--- src/rtl/digitizer_event_record_parser_core_macros.svh ---
// Assertion macros shared by the parser RTL.
`ifndef DIGITIZER_EVENT_RECORD_PARSER_CORE_MACROS_SVH
`define DIGITIZER_EVENT_RECORD_PARSER_CORE_MACROS_SVH

// Same-cycle implication, checked on every clock edge outside reset.
`define DERP_ASSERT_IMPL(lbl, ante, cons) \
	lbl: assert property (@(posedge clk) disable iff (!arst_n) (ante) |-> (cons)) \
		else $error("parser assertion failed");

// Next-cycle implication, checked on every clock edge outside reset.
`define DERP_ASSERT_NEXT(lbl, ante, cons) \
	lbl: assert property (@(posedge clk) disable iff (!arst_n) (ante) |=> (cons)) \
		else $error("parser assertion failed");

`endif

--- src/rtl/derp_pkg.sv ---
// Types, codes and constants of the digitizer event record parser.
package derp_pkg;

	localparam int FRACTION_BITS = 16;
	// Quotient width of the constant-fraction ratio: numerator magnitude plus fraction.
	localparam int QUO_W = 16 + FRACTION_BITS;

	localparam logic [15:0] FLAG_MASK  = 16'hfc00;
	localparam logic [15:0] FINE_MASK  = 16'h03ff;
	localparam logic [15:0] CFD_THRESH = 16'd8192;

	localparam logic [1:0] TYPE_PSD  = 2'd1;
	localparam logic [1:0] TYPE_WAVE = 2'd2;

	localparam logic [15:0] SELW_BASE  = 16'd0;
	localparam logic [15:0] SELW_FLAGS = 16'd2;
	localparam logic [15:0] SELW_CFD   = 16'd5;

	typedef enum logic [4:0] {
		PH_SIZE_LO, PH_SIZE_HI, PH_TYPE_LO, PH_TYPE_HI, PH_CH_LO, PH_CH_HI,
		PH_TAG_LO, PH_TAG_HI, PH_SEL, PH_EX1, PH_EX2, PH_SQ, PH_LQ,
		PH_SKIP1, PH_SKIP2, PH_CNT_LO, PH_CNT_HI, PH_SAMP
	} phase_t;

	typedef enum logic [1:0] {
		KIND_SAMPLE, KIND_SUMMARY, KIND_BAD_TYPE, KIND_BAD_SEL
	} kind_t;

	typedef enum logic [1:0] {
		SEL_BASE, SEL_FLAGS, SEL_CFD
	} sel_t;

	typedef struct packed {
		logic busy;
		logic done;
	} div_stat_t;

endpackage

--- src/rtl/derp_div.sv ---
// Bit-serial signed ratio unit for the constant-fraction fine time.
module derp_div (
	input  logic                clk,
	input  logic                arst_n,
	input  logic                start,
	input  logic [15:0]         neg,
	input  logic [15:0]         pos,
	output derp_pkg::div_stat_t stat,
	output logic [31:0]         result
);
	import derp_pkg::*;

	localparam int CW = $clog2(QUO_W + 1);

	logic              busy_q;
	logic              done_q;
	logic              sign_q;
	logic [CW-1:0]     cnt_q;
	logic [15:0]       den_q;
	logic [15:0]       rem_q;
	logic [QUO_W-1:0]  dvd_q;
	logic [31:0]       res_q;

	logic signed [17:0] num_c;
	logic signed [17:0] den_c;
	logic signed [17:0] an_c;
	logic signed [17:0] ad_c;
	logic [16:0]        trial_c;
	logic               fits_c;
	logic [63:0]        mag_c;

	always_comb begin
		num_c   = $signed({2'b00, CFD_THRESH}) - $signed({2'b00, neg});
		den_c   = $signed({2'b00, pos}) - $signed({2'b00, neg});
		an_c    = (num_c < 0) ? -num_c : num_c;
		ad_c    = (den_c < 0) ? -den_c : den_c;
		trial_c = {rem_q, dvd_q[QUO_W-1]};
		fits_c  = trial_c >= {1'b0, den_q};
		mag_c   = 64'(dvd_q);
	end

	always_ff @(posedge clk or negedge arst_n) begin
		if (!arst_n) begin
			busy_q <= 1'b0;
			done_q <= 1'b0;
			cnt_q  <= '0;
		end else begin
			done_q <= 1'b0;
			if (start) begin
				if (den_c == 0) begin
					// A zero divisor saturates on the sign of the numerator alone.
					done_q <= 1'b1;
					res_q  <= (num_c < 0) ? 32'h80000000 : 32'h7fffffff;
				end else begin
					busy_q <= 1'b1;
					cnt_q  <= CW'(QUO_W);
					sign_q <= (num_c < 0) != (den_c < 0);
					den_q  <= ad_c[15:0];
					rem_q  <= '0;
					dvd_q  <= {an_c[15:0], {FRACTION_BITS{1'b0}}};
				end
			end else if (busy_q && cnt_q != '0) begin
				// One restoring step: quotient bits shift in where dividend bits leave.
				cnt_q <= cnt_q - 1'b1;
				rem_q <= fits_c ? 16'(trial_c - {1'b0, den_q}) : trial_c[15:0];
				dvd_q <= {dvd_q[QUO_W-2:0], fits_c};
			end else if (busy_q) begin
				busy_q <= 1'b0;
				done_q <= 1'b1;
				if (!sign_q)
					res_q <= (mag_c > 64'h7fffffff) ? 32'h7fffffff : mag_c[31:0];
				else
					res_q <= (mag_c > 64'h80000000) ? 32'h80000000 : 32'd0 - mag_c[31:0];
			end
		end
	end

	assign stat.busy = busy_q;
	assign stat.done = done_q;
	assign result    = res_q;

endmodule

--- src/rtl/digitizer_event_record_parser_core.sv ---
// Top level of the digitizer event record parser.
//
//  channel   signals                          beat
//  input     in_valid, in_ready, word         one 16-bit stream word
//  output    out_valid, out_ready, kind ...   one summary, sample or error result
//
// Each stream word is taken on a beat with in_valid and in_ready high. The second
// extras word of a selector-5 record starts the bit-serial ratio unit, which holds
// input off while it is busy; a zero divisor never sets it busy.
// Reset clears the record state, the output valid flag and the ratio unit's busy, done and step count.
// A result waiting in the output register holds input off while out_ready is low.
module digitizer_event_record_parser_core (
	input  logic               clk,
	input  logic               arst_n,
	input  logic               in_valid,
	output logic               in_ready,
	input  logic [15:0]        word,
	output logic               out_valid,
	input  logic               out_ready,
	output logic [1:0]         kind,
	output logic [1:0]         event_type,
	output logic [2:0]         channel,
	output logic [31:0]        time_tag,
	output logic [15:0]        ext_time,
	output logic [15:0]        short_charge,
	output logic [15:0]        long_charge,
	output logic [13:0]        baseline,
	output logic [15:0]        flags,
	output logic signed [31:0] fine_time,
	output logic [15:0]        sample,
	output logic               last
);
	import derp_pkg::*;

	`include "digitizer_event_record_parser_core_macros.svh"

	phase_t      phase_q, phase_d;
	logic        halted_q;
	logic [15:0] low_q;
	logic [1:0]  type_q;
	sel_t        sel_q;
	logic [2:0]  channel_q;
	logic [31:0] tag_q;
	logic [15:0] ext_q;
	logic [15:0] short_q;
	logic [15:0] long_q;
	logic [13:0] base_q;
	logic [15:0] flag_q;
	logic [31:0] fine_q;
	logic [15:0] neg_q;
	logic [31:0] left_q;

	logic        out_valid_q;
	kind_t       kind_q;
	logic [1:0]  etype_q;
	logic [2:0]  ochan_q;
	logic [31:0] otag_q;
	logic [15:0] oext_q;
	logic [15:0] oshort_q;
	logic [15:0] olong_q;
	logic [13:0] obase_q;
	logic [15:0] oflag_q;
	logic [31:0] ofine_q;
	logic [15:0] osample_q;
	logic        olast_q;

	logic                    acc;
	logic                    emit;
	kind_t                   emit_kind;
	logic                    emit_last;
	logic                    emit_sample;
	logic                    halt_set;
	logic                    div_start;
	div_stat_t               div_stat;
	logic [31:0]             div_result;
	logic [31:0]             tag_c;
	logic [31:0]             count_c;
	logic [9+FRACTION_BITS:0] fine2_c;

	assign in_ready = !div_stat.busy && (!out_valid_q || out_ready);
	assign acc      = in_valid && in_ready;
	assign tag_c    = {word, low_q};
	assign count_c  = {word, low_q};
	assign fine2_c  = {word[9:0] & FINE_MASK[9:0], {FRACTION_BITS{1'b0}}};

	derp_div u_div (
		.clk    (clk),
		.arst_n (arst_n),
		.start  (div_start),
		.neg    (neg_q),
		.pos    (word),
		.stat   (div_stat),
		.result (div_result)
	);

	always_comb begin
		phase_d = phase_q;
		unique case (phase_q)
			PH_SIZE_LO: phase_d = PH_SIZE_HI;
			PH_SIZE_HI: phase_d = PH_TYPE_LO;
			PH_TYPE_LO: phase_d = PH_TYPE_HI;
			PH_TYPE_HI: phase_d = PH_CH_LO;
			PH_CH_LO:   phase_d = PH_CH_HI;
			PH_CH_HI:   phase_d = PH_TAG_LO;
			PH_TAG_LO:  phase_d = PH_TAG_HI;
			PH_TAG_HI:  phase_d = (type_q == TYPE_WAVE) ? PH_CNT_LO : PH_SEL;
			PH_SEL:     phase_d = PH_EX1;
			PH_EX1:     phase_d = PH_EX2;
			PH_EX2:     phase_d = PH_SQ;
			PH_SQ:      phase_d = PH_LQ;
			PH_LQ:      phase_d = PH_SKIP1;
			PH_SKIP1:   phase_d = PH_SKIP2;
			PH_SKIP2:   phase_d = PH_CNT_LO;
			PH_CNT_LO:  phase_d = PH_CNT_HI;
			PH_CNT_HI:  phase_d = (count_c == '0) ? PH_SIZE_LO : PH_SAMP;
			PH_SAMP:    phase_d = (left_q == 32'd1) ? PH_SIZE_LO : PH_SAMP;
			default:    phase_d = PH_SIZE_LO;
		endcase
	end

	always_comb begin
		emit        = 1'b0;
		emit_kind   = KIND_SAMPLE;
		emit_last   = 1'b0;
		emit_sample = 1'b0;
		halt_set    = 1'b0;
		div_start   = 1'b0;
		unique case (phase_q)
			PH_TAG_HI: begin
				if (type_q != TYPE_PSD && type_q != TYPE_WAVE) begin
					emit      = 1'b1;
					emit_kind = KIND_BAD_TYPE;
					emit_last = 1'b1;
					halt_set  = 1'b1;
				end
			end
			PH_SEL: begin
				if (word != SELW_BASE && word != SELW_FLAGS && word != SELW_CFD) begin
					emit      = 1'b1;
					emit_kind = KIND_BAD_SEL;
					emit_last = 1'b1;
					halt_set  = 1'b1;
				end
			end
			PH_EX2: div_start = (sel_q == SEL_CFD);
			PH_CNT_HI: begin
				emit      = 1'b1;
				emit_kind = KIND_SUMMARY;
				emit_last = (count_c == '0);
			end
			PH_SAMP: begin
				emit        = 1'b1;
				emit_kind   = KIND_SAMPLE;
				emit_last   = (left_q == 32'd1);
				emit_sample = 1'b1;
			end
			default: ;
		endcase
		// Once halted every beat is swallowed.
		if (halted_q || !acc) begin
			emit      = 1'b0;
			halt_set  = 1'b0;
			div_start = 1'b0;
		end
	end

	always_ff @(posedge clk or negedge arst_n) begin
		if (!arst_n) begin
			phase_q   <= PH_SIZE_LO;
			halted_q  <= 1'b0;
			low_q     <= '0;
			type_q    <= '0;
			sel_q     <= SEL_BASE;
			channel_q <= '0;
			tag_q     <= '0;
			ext_q     <= '0;
			short_q   <= '0;
			long_q    <= '0;
			base_q    <= '0;
			flag_q    <= '0;
			fine_q    <= '0;
			neg_q     <= '0;
			left_q    <= '0;
		end else begin
			if (div_stat.done)
				fine_q <= div_result;
			if (acc && !halted_q) begin
				phase_q <= phase_d;
				if (halt_set)
					halted_q <= 1'b1;
				unique case (phase_q)
					PH_TYPE_LO, PH_TAG_LO, PH_CNT_LO: low_q <= word;
					PH_TYPE_HI: type_q <= (word == '0 &&
						(low_q == 16'(TYPE_PSD) || low_q == 16'(TYPE_WAVE))) ? low_q[1:0] : 2'd0;
					PH_CH_LO:   channel_q <= word[2:0];
					PH_TAG_HI:  tag_q <= tag_c;
					PH_SEL: begin
						if (word == SELW_BASE)
							sel_q <= SEL_BASE;
						else if (word == SELW_FLAGS)
							sel_q <= SEL_FLAGS;
						else
							sel_q <= SEL_CFD;
					end
					PH_EX1: begin
						unique case (sel_q)
							SEL_BASE: base_q <= word[15:2];
							SEL_FLAGS: begin
								flag_q <= word & FLAG_MASK;
								fine_q <= (64'(fine2_c) > 64'h7fffffff) ? 32'h7fffffff
									: 32'(fine2_c);
							end
							default: neg_q <= word;
						endcase
					end
					PH_EX2:     if (sel_q != SEL_CFD) ext_q <= word;
					PH_SQ:      short_q <= word;
					PH_LQ:      long_q <= word;
					PH_CNT_HI:  left_q <= count_c;
					PH_SAMP:    left_q <= left_q - 32'd1;
					default: ;
				endcase
			end
		end
	end

	always_ff @(posedge clk or negedge arst_n) begin
		if (!arst_n) begin
			out_valid_q <= 1'b0;
		end else if (emit) begin
			out_valid_q <= 1'b1;
		end else if (out_ready) begin
			out_valid_q <= 1'b0;
		end
	end

	// A bad-type error carries the time tag that arrives on the same beat.
	always_ff @(posedge clk) begin
		if (emit) begin
			kind_q    <= emit_kind;
			etype_q   <= type_q;
			ochan_q   <= channel_q;
			otag_q    <= (phase_q == PH_TAG_HI) ? tag_c : tag_q;
			oext_q    <= ext_q;
			oshort_q  <= short_q;
			olong_q   <= long_q;
			obase_q   <= base_q;
			oflag_q   <= flag_q;
			ofine_q   <= fine_q;
			osample_q <= emit_sample ? word : 16'd0;
			olast_q   <= emit_last;
		end
	end

	assign out_valid    = out_valid_q;
	assign kind         = kind_q;
	assign event_type   = etype_q;
	assign channel      = ochan_q;
	assign time_tag     = otag_q;
	assign ext_time     = oext_q;
	assign short_charge = oshort_q;
	assign long_charge  = olong_q;
	assign baseline     = obase_q;
	assign flags        = oflag_q;
	assign fine_time    = $signed(ofine_q);
	assign sample       = osample_q;
	assign last         = olast_q;

	`DERP_ASSERT_NEXT(a_halt_silent, halted_q && !out_valid_q, !out_valid_q)
	`DERP_ASSERT_IMPL(a_div_done_phase, div_stat.done, phase_q == PH_SQ && !halted_q)
	`DERP_ASSERT_IMPL(a_error_last,
		out_valid_q && (kind_q == KIND_BAD_TYPE || kind_q == KIND_BAD_SEL), olast_q)

endmodule
--- config.mk ---
export PLATFORM = sky130hd
export DESIGN_NAME = digitizer_event_record_parser_core
export DESIGN_NICKNAME = d
export VERILOG_FILES = /design/src/rtl/derp_pkg.sv /design/src/rtl/derp_div.sv /design/src/rtl/digitizer_event_record_parser_core.sv
export VERILOG_INCLUDE_DIRS = /design/src /design/src/rtl
export SDC_FILE = /design/constraint.sdc
export NUM_CORES = 1
export LEC_CHECK = 0
export BUFFER_PORTS_ARGS = -buffer_cell sky130_fd_sc_hd__clkbuf_2
export CAP_MARGIN = 20
export CORE_ASPECT_RATIO = 0.75
export CORE_MARGIN = 5
export CORE_UTILIZATION = 55
export CTS_CLUSTER_SIZE = 40
export DETAILED_ROUTE_END_ITERATION = 16
export GPL_ROUTABILITY_DRIVEN = 0
export PLACE_DENSITY = 0.77
export SLEW_MARGIN = 20
export SYNTH_ARGS = -nofsm -noshare
export SYNTH_HDL_FRONTEND = slang
export SYNTH_HIERARCHICAL = 1
export SYNTH_SLANG_ARGS = --single-unit
--- constraint.sdc ---
create_clock -name clk -period 14.8 [get_ports clk]
set_input_delay 1.48 -clock clk [delete_from_list [all_inputs] [get_ports clk]]
set_output_delay 1.48 -clock clk [all_outputs]
set_load 0.03 [all_outputs]
# --- Word-level counts from Yosys, hierarchy flattened ---
# Cells that the tools add are included.
# Widths: inputs -> output; s select.
totals:
  ff_bits: 471
  inputBits: 20
  out_inout_bits: 168
  elab_cells: 185
classes:
  n_addsub: 8
  order_cmp: 5
  n_eq_ne: 33
  muxes: 55
  bitwise: 2
  n_reduce_logical: 46
op_table:
  columns: ["operator", "count"]
  rows:
  - ["$mux 32", 16]
  - ["$mux 16", 6]
  - ["$pmux 5 s18", 1]
  - ["$logic_not 32->1", 2]
  - ["$pmux 32 s2", 1]
  - ["$eq 5x4->1 const B", 8]
  - ["$lt 17x1->1 const B", 2]
  - ["$eq 16x2->1 const B", 2]
  - ["$eq 32x1->1 const B", 1]
  - ["$gt 32x31->1 const B", 1]
  - ["$gt 32x32->1 const B", 1]
  - ["$neg 16->16", 2]
  - ["$sub 1x32->32 const A", 1]
  - ["$sub 32x1->32 const B", 1]
  - ["$eq 5x3->1 const B", 4]
  - ["$reduce_and 2->1", 10]
  - ["$mux 6", 3]
  - ["$reduce_and 3->1", 6]
  - ["$ge 17x16->1", 1]
  - ["$sub 14x16->17 const A", 1]
  - ["$sub 16x16->17", 1]
  - ["$eq 16x1->1 const B", 1]
  - ["$logic_not 16->1", 1]
  - ["$mux 1", 16]
  - ["other kinds (31)", 60]

# --- Depth between registers and ports, before layout ---
logic_depth:
  depth_word: 9
  mapped_depth: 13

# --- Cells and area by module ---
# The synthesis kept the hierarchy.
by_module_without_submodules:
  columns: ["mod", "instances", "cells_each", "area_per_inst_um2"]
  rows:
  - ["digitizer_event_record_parser_core", 1, 1090, 14747.9]
  - ["derp_div", 1, 827, 7661.1]

# --- Least setup slack after synthesis ---
# No wires, ideal clock.
synth_path:
  path_type: "input port to flip-flop"
  startpoint: "input in_valid"
  endpoint: "register obase_q[0], in the netlist baseline[0] (enable)"
  setup_ps: 529
  arrival_time_ps: 5857
  t_required_ps: 14271
  path_slack_ps: 8415
  cell_stages: 5
  n_path_buf: 2
  path_cell_list: "nor2b_1 > and3_1 > clkbuf_1 > clkbuf_1 > o21a_1"
synth_via:
  elab_chain_len: 4
synth_rtl:
  columns: ["item", "line_no", "source"]
  rows:
  - ["start, declared", "digitizer_event_record_parser_core.sv:15", "input logic in_valid,"]
  - ["$logic_and 1x1->1", "digitizer_event_record_parser_core.sv:81", "assign acc = in_valid && in_ready;"]
  - ["$logic_not 1->1", "digitizer_event_record_parser_core.sv:160", "if (halted_q || !acc) begin"]
  - ["$logic_or 1x1->1", "digitizer_event_record_parser_core.sv:160", null]
  - ["$mux 1", "digitizer_event_record_parser_core.sv:160", null]
  - ["named net emit", "digitizer_event_record_parser_core.sv:68", "logic emit;"]
  - ["end signal, assigned", "digitizer_event_record_parser_core.sv:247", "obase_q <= base_q;"]
  - ["end, declared", "digitizer_event_record_parser_core.sv:61", "logic [13:0] obase_q;"]
# The timed path passes the listed nets, and every way through them passes these cells.
# A chain may end at the register's enable or synchronous reset.

# --- Final worst setup path ---
layout_path:
  startpoint: "input word[0]"
  endpoint: "register u_div.dvd_q[19] (enable)"
layout_via:
  elab_chain_len: 4
layout_rtl:
  columns: ["item", "line_no", "source"]
  rows:
  - ["start, declared", "digitizer_event_record_parser_core.sv:17", "input logic [15:0] word,"]
  - ["$sub 16x16->17", "derp_div.sv:34", "den_c = $signed({2'b00, pos}) - $signed({2'b00, neg});"]
  - ["$logic_not 32->1", "derp_div.sv:50", "if (den_c == 0) begin"]
  - ["$ne 2x2->1 (no line)", null, null]
  - ["$reduce_and 3->1 (no line)", null, null]
  - ["end signal, assigned", "derp_div.sv:60", "dvd_q <= {an_c[15:0], {FRACTION_BITS{1'b0}}};"]
  - ["end signal, assigned", "derp_div.sv:66", "dvd_q <= {dvd_q[QUO_W-2:0], fits_c};"]
  - ["end, declared", "derp_div.sv:21", "logic [QUO_W-1:0] dvd_q;"]
# No other way between the ends.

==> impl_metrics.toml <==
[routing]
dr.pass1.iters = 7
via_per_inst = 6.13
routed-wl-met2_um = 24000
vias = 16100
drtAntennaViolNets = 0
top_layer_used = "met4"
met1_length_um = 25100
drt-initial-drc-count = 1790
post_drt_wl_per_cell_um = 21.3
route.met3.wl_um = 5580
drc = 0
wirelength_um = 55800

[logic_synthesis]
seq_area_frac_synth_pct = 58.2
yosys-top-cells-area = "edfxtp_1 (34%), dfrtp_1 (24%), mux2_2 (7.2%), nand2_1 (2.9%), nor2_1 (2.7%)"
synth-edff-count = 253
async_flop_share_pct = 46.3
avgSynthCellArea_um2 = 11.7
yosysTopAreaCell = "edfxtp_1"
ys.flop_type = "edfxtp_1"
yosysUniqueCellTypes = 83
syn-cell-area_mm2 = 0.0224
synth-seq-cells = 471
synthCells = 1917
synth_top_cell_area_share_pct = 33.9
yosysWarnings = 6

[critical_path]
crit_path_end_kind = "register"
required_ns = 14.99
crit_chain = "clkbuf_2, inv_1, ha_1, inv_1, fa_1, a21o_1, a221oi_1, o211a_1, o41ai_1, a31oi_1, nor4_1, o21ai_0, and2_4"
critical_path.most_common_cell = "inv_1"
crit_arrival_ns = 5.74
critPathSlowestCell = "a31oi_1"
critPathLaunch = "word[0]"
path_buf_inv = 3
crit_family = "compound AO/OA/AOI/OAI gates"
critPathKind = "input pin to register"
crit_path_max_fanout = 48
start_kind = "input pin"
r2r_start = "neg_q[4]"
slowest_delay_ns = 0.73

[die]
die-height_um = 185
die_x_um = 243
start_util_pct = 55.3
io_pins = 188
rows = 64
dieArea_mm2 = 0.0449
coreArea_mm2 = 0.0405

[sta]
fin_tns_setup_ns = 0
finalCriticalPeriod_ns = 5.55
period_share_pct = 37.5
final-max-slew-violation-count = 0
holdWs_ns = 0.437
timing.fmax_ghz = 0.180
max-slew-margin-rel_pct = 32.0
finClkSkew_ns = 0.0196
worstMarginPinSlew_ns = 1.02
hold_viol = 0
rsz0062_at_grt = "false"
setup_viol = 0

[final_layout]
num-fill-cells = 3085
syn2layout_area_growth_pct = 12.8
postLayoutCoreUtil_pct = 62.4
drive_above_1_share_pct = 21.7
final_nets = 2120
design_area_mm2 = 0.0253

[clocking]
hold_buffers = 0
clkSinkCount = 471
cts_setup_buffers = 0
cts_tree = "built"
clockRootBuffer = "clkbuf_16"
cts_max_level = 2
clk_latency_ns = 0.57
cts_resized = 0
cts_buffer_depth = 3
clkTransAtPathRegs_ns = 0.07
cts_buffers = 45

[grt]
grt_pass1_wl_um = 87200
antenna_found_initial = 1
grt_pass1_vias = 15200
grt_usage_pct = 24.2
grt_max_degree = 92
overflow = 0

[min_path]
hp-class = "register to register"
hold_start = "ext_q[3]"

[pwr]
power_density_mw_per_mm2 = 117
p_leak_nw = 10.5
ir_worst_vdd_uv = 99.1

[placed_design]
io_buffers = 177
place_area_mm2 = 0.0237
dp_hpwl_um = 37400

[outcome]
outcome = "complete, no violations"

[run]
maxCapViolCount = 0
synth_stat cells (all sizes together) (12+ instances only):
| library cell | number |
|---|---|
| dfrtp | 218 |
| a31oi | 18 |
| nor3 | 56 |
| nand3 | 23 |
| o21ai | 80 |
| clkbuf | 82 |
| nand2b | 13 |
| nand4 | 24 |
| a21oi | 106 |
| ha | 42 |
| nor3b | 13 |
| or3 | 23 |
| buf | 33 |
| xor2 | 21 |
| nor4 | 29 |
| mux2i | 53 |
| nor2b | 27 |
| edfxtp | 253 |
| o31ai | 15 |
| o21a | 12 |
| mux2 | 144 |
| a21o | 18 |
| nor2 | 165 |
| xnor2 | 51 |
| inv | 60 |
| and3 | 28 |
| or2 | 12 |
| nand2 | 171 |
path summary, 6_finish.rpt:
kind | cells past startpoint | to | slack, ns
max | 13 | u_div/dvd_q[19] | 9.25
min | 0 | ext_time[3] | 0.44
max reg2reg | 11 | u_div/result[8] | 9.85
min reg2reg | 0 | ext_time[3] | 0.44
max in group asynchronous | 3 | neg_q[15] | 11.64
min in group asynchronous | 1 | fine_q[9] | 0.91
sequential cells by signal (all words and copies together), names as in the netlist, 32 cells and up:
name,cells
fine_time,32
time_tag,32
tag_q,32
fine_q,32
left_q,32
u_div/dvd_q,32
u_div/result,32
per-stage QoR:
stage | setup slack (ns) | cells | power (mW)
floorplan | 8.41 | 1926 | 1.68
global placement | 8.65 | 2535 | 1.76
detailed placement | 8.45 | 2536 | 1.77
CTS | 9.02 | 2620 | 2.98
global route | 8.99 | 2621 | 3.06
finish | 9.25 | 2622 | 2.97
layout make-up:
type                            instances  area (µm²)  area share (%)
Inverter                               60         225           0.891
Multi-Input combinational cell       1280        8700            34.4
Timing Repair Buffer                  198        1060            4.21
Sequential cell                       471       13100            51.6
Clock inverter                         25         334            1.32
Antenna cell                            1        2.50         0.00990
Clock buffer                           59        1240            4.91
Tap cell                              528         661            2.61
worst reg2reg max path: cells and delay by family (launching register included):
kind / cells / cell delay, ns
adders and majority gates: 1 / 0.46
AOI/OAI and AO/OA: 6 / 2.09
DFF: 1 / 0.55
buffers and inverters: 2 / 0.57
and+or+nand+nor: 2 / 0.90
power by group:
part / leakage (nW) / internal [mW] / switching [mW] / total (mW)
sequential: 5.10 / 1.44 / 0.0406 / 1.48
clock: 0.759 / 0.720 / 0.501 / 1.22
combinational: 4.61 / 0.0833 / 0.187 / 0.270
logic make-up (layout without fill, tap and decap cells):
logic type / after synthesis / after routing / synth area share (%)
DFF: 471 / 471 / 58.2
adders and majority gates: 44 / 44 / 2.52
AOI/OAI and AO/OA: 340 / 340 / 9.61
other: 1 / 11 / 0.0167
muxes: 197 / 197 / 9.60
buffers and inverters: 175 / 342 / 3.24
xor gates and xnor gates: 72 / 72 / 2.81
and+or+nand+nor: 617 / 617 / 13.9
layout by cell type (no fill, tap or decap), types with 51 or more instances in the layout:
master | synthesis | layout
inv_1 | 60 | 60
edfxtp_1 | 253 | 253
mux2_2 | 143 | 143
a21oi_1 | 105 | 104
nor2_1 | 163 | 163
dfrtp_1 | 218 | 217
nand2_1 | 171 | 171
xnor2_1 | 51 | 51
mux2i_1 | 53 | 53
nor3_1 | 54 | 54
o21ai_0 | 77 | 77
clkbuf_2 | 0 | 176
per-layer routing:
metal,vias to the layer above,track usage (%)
met4,0,5.60
met5,-,0
met3,86,5.73
met2,807,35.6
met1,7926,37.0
li1,7253,-
Power figures use the tool's default switching activity.
